`src/hw/rtl/lsps_pkg.sv`:
```
package lsps_pkg;

  // Sensor lanes, one per reading in a scan.
  localparam int NUM_LANES = 8;
  localparam int SENSOR_W  = 8;

  // Fixed-point constants of the steering law.
  localparam logic signed [15:0] EDGE_ERR   = 16'sd3200;
  localparam logic signed [15:0] LOST_ERR   = 16'sd4480;
  localparam int                 GAIN_SHIFT = 10;
  localparam int                 DUTY_SHIFT = 7;

  // Width of the weighted sum before saturation (8 terms of 16 bits).
  localparam int SUM_W = 19;

  // Register reset values.
  localparam logic [15:0] GAIN_P_RST    = 16'd1024;
  localparam logic [15:0] GAIN_I_RST    = 16'd0;
  localparam logic [15:0] GAIN_D_RST    = 16'd1;
  localparam logic [31:0] WEIGHTS_L_RST = 32'hFFFD_F9F1;
  localparam logic [31:0] WEIGHTS_H_RST = 32'h0F07_0301;
  localparam logic [7:0]  THRESH_RST    = 8'd210;
  localparam logic [15:0] STRAIGHT_RST  = 16'd1500;

  // Configuration register indexes.
  typedef enum logic [2:0] {
    CFG_GAIN_P    = 3'd0,
    CFG_GAIN_I    = 3'd1,
    CFG_GAIN_D    = 3'd2,
    CFG_WEIGHTS_L = 3'd3,
    CFG_WEIGHTS_H = 3'd4,
    CFG_THRESH    = 3'd5,
    CFG_STRAIGHT  = 3'd6
  } cfg_idx_t;

  // What one sensor lane found.
  typedef struct packed {
    logic        dark;
    logic        below;
    logic [15:0] contrib;
  } lane_t;

  // Error before the line-lost resolution, from the merging stage.
  typedef struct packed {
    logic [15:0] e_pre;
    logic        clr;
    logic        lost;
  } pre_t;

  // Load enables of the controller stages.
  typedef struct packed {
    logic err;
    logic acc;
    logic mul;
    logic sum;
    logic res;
  } load_t;

  // Result item, position error in the lowest bits.
  typedef struct packed {
    logic [7:0]  scans_since_line;
    logic [15:0] servo_duty;
    logic [15:0] pid_value;
    logic [15:0] position_error;
  } res_t;

endpackage

```
`src/hw/rtl/lsps_lane.sv`:
```
module lsps_lane (
  input  logic                            clk,
  input  logic                            load,
  input  logic [lsps_pkg::SENSOR_W-1:0]   sensor,
  input  logic [lsps_pkg::SENSOR_W-1:0]   threshold,
  input  logic [7:0]                      weight,
  output lsps_pkg::lane_t                 lane_r
);
  import lsps_pkg::*;

  lane_t lane_nxt;

  // Compare against the threshold and scale the weight by 128.
  always_comb begin
    lane_nxt.dark    = sensor > threshold;
    lane_nxt.below   = sensor < threshold;
    lane_nxt.contrib = lane_nxt.dark ? {weight[7], weight, 7'b0} : '0;
  end

  always_ff @(posedge clk) begin
    if (load) begin
      lane_r <= lane_nxt;
    end
  end

endmodule

```
`src/hw/rtl/lsps_merge.sv`:
```
module lsps_merge (
  input  logic                  clk,
  input  logic                  load,
  input  lsps_pkg::lane_t       lanes [lsps_pkg::NUM_LANES],
  output lsps_pkg::pre_t        pre_r
);
  import lsps_pkg::*;

  logic signed [SUM_W-1:0] lvl1 [NUM_LANES/2];
  logic signed [SUM_W-1:0] lvl2 [NUM_LANES/4];
  logic signed [SUM_W-1:0] total;
  logic signed [15:0]      wsat;
  logic                    any_dark;
  pre_t                    pre_nxt;

  // Adder tree over the lane contributions.
  always_comb begin
    for (int i = 0; i < NUM_LANES/2; i++) begin
      lvl1[i] = SUM_W'($signed(lanes[2*i].contrib)) + SUM_W'($signed(lanes[2*i+1].contrib));
    end
    for (int i = 0; i < NUM_LANES/4; i++) begin
      lvl2[i] = lvl1[2*i] + lvl1[2*i+1];
    end
    total = lvl2[0] + lvl2[1];
    any_dark = 1'b0;
    for (int i = 0; i < NUM_LANES; i++) begin
      any_dark = any_dark | lanes[i].dark;
    end
  end

  // Saturate the weighted sum to 16 bits.
  always_comb begin
    if (total > SUM_W'(32767)) begin
      wsat = 16'sd32767;
    end else if (total < -SUM_W'(32768)) begin
      wsat = -16'sd32768;
    end else begin
      wsat = total[15:0];
    end
  end

  // Edge-only cases first, right edge ahead of left, then the weighted sum.
  always_comb begin
    priority if (lanes[7].dark && lanes[6].below) begin
      pre_nxt.e_pre = EDGE_ERR;
      pre_nxt.clr   = 1'b1;
      pre_nxt.lost  = 1'b0;
    end else if (lanes[0].dark && lanes[1].below) begin
      pre_nxt.e_pre = -EDGE_ERR;
      pre_nxt.clr   = 1'b1;
      pre_nxt.lost  = 1'b0;
    end else begin
      pre_nxt.e_pre = wsat;
      pre_nxt.clr   = any_dark;
      pre_nxt.lost  = (wsat == 16'sd0) && lanes[3].below && lanes[4].below;
    end
  end

  always_ff @(posedge clk) begin
    if (load) begin
      pre_r <= pre_nxt;
    end
  end

endmodule

```
`src/hw/rtl/lsps_pid.sv`:
```
module lsps_pid (
  input  logic               clk,
  input  logic               rst_n,
  input  lsps_pkg::load_t    ld,
  input  lsps_pkg::pre_t     pre,
  input  logic signed [15:0] gain_p,
  input  logic signed [15:0] gain_i,
  input  logic signed [15:0] gain_d,
  input  logic [15:0]        straight_duty,
  output lsps_pkg::res_t     res_r
);
  import lsps_pkg::*;

  // Controller state.
  logic signed [15:0] last_error_r, last_error_nxt;
  logic signed [31:0] error_sum_r, error_sum_nxt;
  logic [7:0]         lost_count_r, lost_count_nxt;

  // Stage payloads.
  logic signed [15:0] e_c_r, e_d_r, e_e_r, e_f_r;
  logic signed [16:0] diff_c_r, diff_d_r, diff_nxt;
  logic [7:0]         cnt_c_r, cnt_d_r, cnt_e_r, cnt_f_r;
  logic signed [31:0] p_e_r, p_nxt;
  logic signed [47:0] i_e_r, i_nxt;
  logic signed [32:0] d_e_r, d_nxt;
  logic signed [15:0] pid_f_r, pid_nxt;
  res_t               res_nxt;

  // Error stage: resolve a lost line against the previous error.
  logic [7:0] cnt_base;
  always_comb begin
    last_error_nxt = pre.e_pre;
    if (pre.lost) begin
      priority if (!last_error_r[15] && last_error_r < LOST_ERR) begin
        last_error_nxt = LOST_ERR;
      end else if (last_error_r[15] && last_error_r > -LOST_ERR) begin
        last_error_nxt = -LOST_ERR;
      end else begin
        last_error_nxt = last_error_r;
      end
    end
    diff_nxt = $signed({last_error_nxt[15], last_error_nxt})
             - $signed({last_error_r[15], last_error_r});
    cnt_base       = pre.clr ? 8'd0 : lost_count_r;
    lost_count_nxt = pre.lost ? cnt_base + 8'd1 : cnt_base;
  end

  // Accumulate stage: running error sum, saturated to 32 bits.
  logic signed [32:0] acc_wide;
  always_comb begin
    acc_wide = 33'(e_c_r) + 33'(error_sum_r);
    if (acc_wide[32] != acc_wide[31]) begin
      error_sum_nxt = acc_wide[32] ? 32'sh8000_0000 : 32'sh7FFF_FFFF;
    end else begin
      error_sum_nxt = acc_wide[31:0];
    end
  end

  // Multiply stage: one product per term.
  always_comb begin
    p_nxt = gain_p * e_d_r;
    i_nxt = gain_i * error_sum_r;
    d_nxt = gain_d * diff_d_r;
  end

  // Sum stage: floor shifts, sum of terms, saturation to 16 bits.
  logic signed [21:0] p_sh;
  logic signed [37:0] i_sh;
  logic signed [22:0] d_sh;
  logic signed [38:0] pid_wide;
  always_comb begin
    p_sh     = 22'(p_e_r >>> GAIN_SHIFT);
    i_sh     = 38'(i_e_r >>> GAIN_SHIFT);
    d_sh     = 23'(d_e_r >>> GAIN_SHIFT);
    pid_wide = 39'(p_sh) + 39'(i_sh) + 39'(d_sh);
    if (pid_wide > 39'sd32767) begin
      pid_nxt = 16'sd32767;
    end else if (pid_wide < -39'sd32768) begin
      pid_nxt = -16'sd32768;
    end else begin
      pid_nxt = pid_wide[15:0];
    end
  end

  // Duty stage: straight duty minus ten steps per 128 of pid, clamped.
  logic signed [8:0]  pid_q;
  logic signed [12:0] pid_ten;
  logic signed [17:0] duty_wide;
  always_comb begin
    pid_q     = 9'(pid_f_r >>> DUTY_SHIFT);
    pid_ten   = (13'(pid_q) <<< 3) + (13'(pid_q) <<< 1);
    duty_wide = $signed({2'b00, straight_duty}) - 18'(pid_ten);
    if (duty_wide < 18'sd0) begin
      res_nxt.servo_duty = 16'd0;
    end else if (duty_wide > 18'sd65535) begin
      res_nxt.servo_duty = 16'hFFFF;
    end else begin
      res_nxt.servo_duty = duty_wide[15:0];
    end
    res_nxt.position_error   = e_f_r;
    res_nxt.pid_value        = pid_f_r;
    res_nxt.scans_since_line = cnt_f_r;
  end

  // State registers.
  always_ff @(posedge clk) begin
    if (!rst_n) begin
      last_error_r <= '0;
      lost_count_r <= '0;
      error_sum_r  <= '0;
    end else begin
      if (ld.err) begin
        last_error_r <= last_error_nxt;
        lost_count_r <= lost_count_nxt;
      end
      if (ld.acc) begin
        error_sum_r <= error_sum_nxt;
      end
    end
  end

  // Stage payload registers.
  always_ff @(posedge clk) begin
    if (ld.err) begin
      e_c_r    <= last_error_nxt;
      diff_c_r <= diff_nxt;
      cnt_c_r  <= lost_count_nxt;
    end
    if (ld.acc) begin
      e_d_r    <= e_c_r;
      diff_d_r <= diff_c_r;
      cnt_d_r  <= cnt_c_r;
    end
    if (ld.mul) begin
      p_e_r   <= p_nxt;
      i_e_r   <= i_nxt;
      d_e_r   <= d_nxt;
      e_e_r   <= e_d_r;
      cnt_e_r <= cnt_d_r;
    end
    if (ld.sum) begin
      pid_f_r <= pid_nxt;
      e_f_r   <= e_e_r;
      cnt_f_r <= cnt_e_r;
    end
    if (ld.res) begin
      res_r <= res_nxt;
    end
  end

`ifndef ASSERT_OFF
  // The running sum only moves when an item enters the accumulate stage.
  a_sum_hold: assert property (@(posedge clk) disable iff (!rst_n)
    !ld.acc |=> $stable(error_sum_r))
    else $error("error sum changed without an item");

  // A lost line never resolves to a zero error.
  a_lost_nonzero: assert property (@(posedge clk) disable iff (!rst_n)
    ld.err && pre.lost |=> e_c_r != 16'sd0)
    else $error("lost line gave zero error");

  // A lost scan with no dark sensor advances the scan count by one.
  a_lost_count: assert property (@(posedge clk) disable iff (!rst_n)
    ld.err && pre.lost && !pre.clr |=> lost_count_r == 8'($past(lost_count_r) + 8'd1))
    else $error("scan count did not advance");
`endif

endmodule

```
`src/hw/rtl/line_sensor_pid_steering.sv`:
```
// Channel   Direction  Handshake              Payload
// in_       slave      in_tvalid/in_tready    in_tdata: sensor_0..sensor_7, 8 bits each
// out_      master     out_tvalid/out_tready  out_tdata: error, pid, duty, scan count
// cfg_      slave      cfg_valid/cfg_ready    cfg_index, cfg_data
//
// Seven-stage pipeline: sensor lanes, merge, error, accumulate, multiply, sum,
// duty. One item per cycle sustained while out_tready stays high; an accepted
// item moves through the stages in that order before its result is offered.
// Each state loop closes within its own stage: last error and scan count in the
// error stage, the running sum in the accumulate stage.
// Synchronous active-low reset clears the stage valid bits and the state and
// presets the configuration registers. A full stage holds while the next one
// cannot take its item; empty stages fill up; in_tready drops only with all full.
module line_sensor_pid_steering (
  input  logic        clk,
  input  logic        rst_n,
  input  logic        in_tvalid,
  output logic        in_tready,
  input  logic [63:0] in_tdata,   // sensor_0 [7:0] up to sensor_7 [63:56]
  output logic        out_tvalid,
  input  logic        out_tready,
  output logic [55:0] out_tdata,  // position_error, pid_value, servo_duty, scans_since_line
  input  logic        cfg_valid,
  output logic        cfg_ready,
  input  logic [2:0]  cfg_index,
  input  logic [31:0] cfg_data
);
  import lsps_pkg::*;

  localparam int NSTG = 7;

  // Configuration registers.
  logic [15:0] gain_p_r, gain_i_r, gain_d_r, straight_r;
  logic [31:0] weights_l_r, weights_h_r;
  logic [7:0]  thresh_r;

  assign cfg_ready = 1'b1;

  always_ff @(posedge clk) begin
    if (!rst_n) begin
      gain_p_r    <= GAIN_P_RST;
      gain_i_r    <= GAIN_I_RST;
      gain_d_r    <= GAIN_D_RST;
      weights_l_r <= WEIGHTS_L_RST;
      weights_h_r <= WEIGHTS_H_RST;
      thresh_r    <= THRESH_RST;
      straight_r  <= STRAIGHT_RST;
    end else if (cfg_valid && cfg_ready) begin
      unique case (cfg_idx_t'(cfg_index))
        CFG_GAIN_P:    gain_p_r    <= cfg_data[15:0];
        CFG_GAIN_I:    gain_i_r    <= cfg_data[15:0];
        CFG_GAIN_D:    gain_d_r    <= cfg_data[15:0];
        CFG_WEIGHTS_L: weights_l_r <= cfg_data;
        CFG_WEIGHTS_H: weights_h_r <= cfg_data;
        CFG_THRESH:    thresh_r    <= cfg_data[7:0];
        CFG_STRAIGHT:  straight_r  <= cfg_data[15:0];
        default: ;
      endcase
    end
  end

  // Stage valid bits and the ready chain back from the output.
  logic [NSTG-1:0] v_r, v_nxt;
  logic [NSTG-1:0] rdy, ld, leave;

  always_comb begin
    rdy[NSTG-1] = !v_r[NSTG-1] || out_tready;
    for (int k = NSTG-2; k >= 0; k--) begin
      rdy[k] = !v_r[k] || rdy[k+1];
    end
    ld[0] = in_tvalid && rdy[0];
    for (int k = 1; k < NSTG; k++) begin
      ld[k] = v_r[k-1] && rdy[k];
    end
    for (int k = 0; k < NSTG-1; k++) begin
      leave[k] = ld[k+1];
    end
    leave[NSTG-1] = v_r[NSTG-1] && out_tready;
    for (int k = 0; k < NSTG; k++) begin
      v_nxt[k] = ld[k] || (v_r[k] && !leave[k]);
    end
  end

  always_ff @(posedge clk) begin
    if (!rst_n) begin
      v_r <= '0;
    end else begin
      v_r <= v_nxt;
    end
  end

  assign in_tready  = rdy[0];
  assign out_tvalid = v_r[NSTG-1];

  // Sensor lanes.
  lane_t lanes [NUM_LANES];

  for (genvar k = 0; k < NUM_LANES; k++) begin : g_lane
    logic [7:0] weight;
    if (k < NUM_LANES/2) begin : g_low
      assign weight = weights_l_r[8*k +: 8];
    end else begin : g_high
      assign weight = weights_h_r[8*(k-NUM_LANES/2) +: 8];
    end
    lsps_lane u_lane (
      .clk       (clk),
      .load      (ld[0]),
      .sensor    (in_tdata[SENSOR_W*k +: SENSOR_W]),
      .threshold (thresh_r),
      .weight    (weight),
      .lane_r    (lanes[k])
    );
  end

  // Merge of the lane results.
  pre_t pre;

  lsps_merge u_merge (
    .clk   (clk),
    .load  (ld[1]),
    .lanes (lanes),
    .pre_r (pre)
  );

  // Controller stages.
  load_t pid_ld;
  res_t  res;

  assign pid_ld.err = ld[2];
  assign pid_ld.acc = ld[3];
  assign pid_ld.mul = ld[4];
  assign pid_ld.sum = ld[5];
  assign pid_ld.res = ld[6];

  lsps_pid u_pid (
    .clk           (clk),
    .rst_n         (rst_n),
    .ld            (pid_ld),
    .pre           (pre),
    .gain_p        (gain_p_r),
    .gain_i        (gain_i_r),
    .gain_d        (gain_d_r),
    .straight_duty (straight_r),
    .res_r         (res)
  );

  assign out_tdata = res;

`ifndef ASSERT_OFF
  // A full stage whose successor cannot take its item keeps it.
  a_stage_hold: assert property (@(posedge clk) disable iff (!rst_n)
    v_r[2] && !rdy[3] |=> v_r[2])
    else $error("stage dropped an item");

  // Input is refused only when every stage holds an item.
  a_ready_full: assert property (@(posedge clk) disable iff (!rst_n)
    !in_tready |-> (&v_r))
    else $error("input stalled with an empty stage");

  // A result never appears out of an empty pipeline.
  a_no_shortcut: assert property (@(posedge clk) disable iff (!rst_n)
    (v_r == '0) |=> !out_tvalid)
    else $error("result appeared from an empty pipeline");
`endif

endmodule

```
`config.mk`:
```
export PLATFORM = sky130hd
export DESIGN_NAME = line_sensor_pid_steering
export DESIGN_NICKNAME = d
export VERILOG_FILES = /design/src/hw/rtl/lsps_pkg.sv /design/src/hw/rtl/lsps_lane.sv /design/src/hw/rtl/lsps_merge.sv /design/src/hw/rtl/lsps_pid.sv /design/src/hw/rtl/line_sensor_pid_steering.sv
export SDC_FILE = /design/constraint.sdc
export NUM_CORES = 2
export LEC_CHECK = 0
export BUFFER_PORTS_ARGS = -buffer_cell sky130_fd_sc_hd__buf_4
export CAP_MARGIN = 0
export CORE_MARGIN = 2
export CORE_UTILIZATION = 50
export DETAILED_ROUTE_END_ITERATION = 6
export GPL_TIMING_DRIVEN = 0
export PLACE_DENSITY_LB_ADDON = 0.12
export RECOVER_POWER = 25
export SLEW_MARGIN = 10
export SYNTH_ARGS = -nofsm -noshare
export SYNTH_HDL_FRONTEND = slang
export SYNTH_SLANG_ARGS = --single-unit
```
`constraint.sdc`:
```
create_clock -name clk -period 9.3 [get_ports clk]
set_clock_uncertainty 0.2 [all_clocks]
set_input_delay 0.93 -clock clk [delete_from_list [all_inputs] [get_ports clk]]
set_output_delay 0.93 -clock clk [all_outputs]
set_load 0.1 [all_outputs]
```
==> results by group <==
Finish
  – Leading cell types in the layout, fill and taps excluded: inv_1, fa_1, nand2_1
  – Commonest non-fill, non-tap cell in the layout: inv_1
  – Fin cells: 8893
  – Nets: 8761
  – Fraction of layout cells with a size suffix above 1: 0.04737
  – Final core utilization: 0.5492
  – Synth-to-Final Area Change: 9.153%

Place
  – Final HPWL DP: 152600 um
  – GPL Wtd Cong: 0.9310
  – Port bufs: 161
  – Dpl cells: 8767

Detailed routing
  – Initial drt markers: 3258
  – Drc violations: 0
  – WL per Instance: 20.94 um
  – DRT antenna net count: 0
  – DR pass1 iterations: 6
  – Vias: 47.44k
  – Via-to-Cell Ratio: 5.335
  – Detailed Route WL: 186200 um

Min path
  – Hold Path Class: reg2reg

Power
  – Part of the power in registers: 0.355
  – Sw Ratio: 0.3370
  – Peak supply drop: 154.3 uV
  – Leakage: 32.71 nW
  – Net Sw Power: 0.002818 W
  – Int Pwr: 0.005544 W
  – Clk pwr share: 0.337
  – Comb pwr share: 0.308
  – Pwr Density: 115.8 mW/mm2

Yosys
  – Ys flop type: edfxtp_1
  – Synthesized instance count: 6840
  – Cell area after synthesis: 0.06615 mm2
  – Mean Syn Cell Area: 9.671 um2
  – Ys async rst share: 0
  – Count of cell types in the netlist: 89
  – Seq/Total Area, Yosys: 0.2295
  – Syn_nets: 8519
  – Synth Warn #: 0
  – Yosys reg bits: 572
  – Post-synth EDFFs: 373

Timing
  – RSZ-0062 raised after global routing: false
  – Count of endpoints failing setup in the final report: 0
  – Peak Freq: 113.1 MHz
  – Final period utilization: 0.9510
  – Final worst path period need: 8844 ps
  – Worst relative slew slack: -1.357
  – Final Max Tran Viols: 44
  – Final hold vios: 0
  – Slew @ Worst Pin: 3504 ps
  – Final TNS setup: 0 ps

Global route
  – Total Routing Usage GR: 0.2835
  – Largest net degree at the start of global routing: 34
  – First-pass GRT wire length: 289300 um
  – Overflow after GRT: 0
  – Vias in the first global route: 49.27k
  – Initial antenna violation count: 9

Clock tree
  – Number of buffers created by CTS: 68
  – Clk slew on worst S/H paths: 60 ps
  – CTS tree: yes
  – CTS root buffer: clkbuf_16
  – CTS Sinks: 572
  – Post-CTS setup buffers: 0
  – Largest buffer count on any clock path: 3
  – Clk_lat worst skew: 700 ps
  – Number of H-tree levels: 3

Critical path
  – Crit path from: gain_i_r[15]$_SDFFE_PN0P_
  – FF-to-FF path depth: 20
  – CP Depth: 20
  – Reg2Reg Launch Point: gain_i_r[15]$_SDFFE_PN0P_
  – CP dominant cell by count: fa_1
  – Flop-to-flop setup slack: 460 ps
  – Crit path arrival time: 8970 ps
  – Worst Path Max Fanout: 10
  – Critical path startpoint category: register
  – Worst setup EP type: register
  – Critical path destination: u_pid.i_e_r[41]$_DFFE_PP_
  – Worst R2R End: u_pid.i_e_r[41]$_DFFE_PP_
  – CP peak stage delay: 700 ps
  – Crit Path Class: reg2reg
  – CP required: 9430 ps
  – Delay-heaviest family, CP: adder cells
  – Buf+Inv Stages, Crit Path: 4
  – Critical path, cell by cell: clkinv_1, clkbuf_1, nor2_1, fa_1, fa_1, fa_1, fa_1, fa_1, inv_1, fa_1, inv_1, ha_1, a2111oi_1, nand2_1, o211ai_1, a21oi_1, or3_1, a21oi_1, o21ai_1, xor2_1
  – CP max stage cell: xor2_1

Run status
  – Failing checks: capacitance limit, slew limit
  – Status: complete, but fails checks

Floorplan
  – # IOs: 163
  – Die Area: 0.1352 mm2
  – Initial Utilization: 0.5032
  – Core ar.: 0.1315 mm2
  – DIE WIDTH: 367.7 um
  – Die Y: 367.7 um
  – Row count: 133

Flow run
  – Max-Cap Viols: 2
through the flow:
step	hold slack (ps)	power [W]	instance area [um2]	worst slack, ps
floorplan	200.3	0.004828	66150	2275
global placement	200.6	0.005535	69560	16.97
detailed placement	204.5	0.005584	69850	284.0
CTS	207.3	0.008418	72240	255.1
global route	214.6	0.008833	72210	77.09
finish	210.8	0.008362	72210	455.7
cells in the mapped netlist, types with 8 or more instances:
library cell,n,area share
a2111oi_0,8,0.0011
a211o_1,8,0.0011
a211oi_1,42,0.0048
a21boi_0,10,0.0011
a21o_1,103,0.012
a21oi_1,297,0.022
a31oi_1,32,0.0030
and2_1,457,0.043
and3_1,27,0.0026
and4_1,8,0.0011
buf_1,8,0.00045
clkbuf_1,226,0.013
dfxtp_1,199,0.060
edfxtp_1,373,0.17
fa_1,1093,0.33
ha_1,482,0.091
inv_1,1341,0.076
maj3_1,21,0.0032
nand2_1,988,0.056
nand2b_1,55,0.0052
nand3_1,120,0.0091
nand4_1,42,0.0040
nor2_1,225,0.013
nor2b_1,42,0.0040
nor3_1,46,0.0035
nor4_1,8,0.00076
o2111ai_1,8,0.0011
o211ai_1,24,0.0027
o211ai_2,11,0.0021
o21a_1,36,0.0041
o21ai_0,98,0.0074
o21bai_1,38,0.0043
o31ai_1,12,0.0014
or2_2,13,0.0012
or3_1,14,0.0013
xnor2_1,137,0.018
xor2_1,62,0.0082
state kept, by name, indices dropped and copies added (netlist names), 16 cells and up:
signal	count
g_lane.u_lane.lane_r	76
gain_d_r	16
gain_i_r	16
gain_p_r	16
straight_r	16
u_pid.d_e_r	23
u_pid.diff_c_r	17
u_pid.diff_d_r	17
u_pid.e_c_r	16
u_pid.e_d_r	16
u_pid.e_e_r	16
u_pid.e_f_r	16
u_pid.error_sum_r	32
u_pid.i_e_r	38
u_pid.last_error_r	16
u_pid.p_e_r	22
u_pid.pid_f_r	16
u_pid.res_r	56
weights_h_r	32
weights_l_r	32
what timing repair did:
action / in CTS / in global routing
gates resized for setup: 0 / 6
endpoints found under the setup margin: 0 / 5
hold buffers: 0 / 0
worst min path at each step:
stage,start,end,slack [ps],depth (start not counted)
after floorplan,u_pid.cnt_c_r[0]$_DFFE_PP_,u_pid.cnt_d_r[0]$_DFFE_PP_,200,0
after global placement,u_pid.diff_c_r[0]$_DFFE_PP_,u_pid.diff_d_r[0]$_DFFE_PP_,200,0
after detailed placement,u_pid.cnt_c_r[4]$_DFFE_PP_,u_pid.cnt_d_r[4]$_DFFE_PP_,200,0
after CTS,cfg_data[30],weights_l_r[30]$_SDFFE_PN1P_,210,3
after global routing,u_pid.e_f_r[3]$_DFFE_PP_,u_pid.res_r[3]$_DFFE_PP_,210,0
final,u_pid.e_f_r[3]$_DFFE_PP_,u_pid.res_r[3]$_DFFE_PP_,210,0
cells by family after synthesis:
logic type,after synthesis,share of synthesized area
adders and majority gates,1596,0.4251
other,1,0.00005669
xor gates and xnor gates,199,0.02635
muxes,9,0.001456
DFF,572,0.2295
and+or+nand+nor,2070,0.1481
AOI/OAI and AO/OA,806,0.07902
buffers and inverters,1587,0.09037
power groups by stage:
stage	sequential, W	combinational, W	clock [W]
2_1_floorplan	0.00299	0.00184	0
3_3_place_gp	0.00303	0.00251	0
3_5_place_dp	0.00302	0.00256	0
4_1_cts	0.00297	0.00258	0.00287
5_1_grt	0.00298	0.00289	0.00296
6_report	0.00297	0.00257	0.00282
per-layer routing:
metal	vias to the layer above	track usage	wire length [um]	part of all wire
met5	-	0	58	0.00031
met2	1557	0.4488	84260	0.45
li1	21938	-	-	-
met1	23655	0.3793	78980	0.42
met3	283	0.06701	15180	0.082
met4	8	0.1078	7730	0.042
cell type report:
class | instances | area (um2)
tap | 1755 | 2196
sequential | 572 | 15180
inverter | 1345 | 5049
timing repair buffer | 172 | 1431
buffer | 242 | 934.6
clock inverter | 37 | 555.5
fill | 12011 | 59260
multi-input combinational | 4681 | 45020
antenna | 2 | 5.005
clock buffer | 87 | 1834
Note: power is estimated with default switching activity, not from simulation.
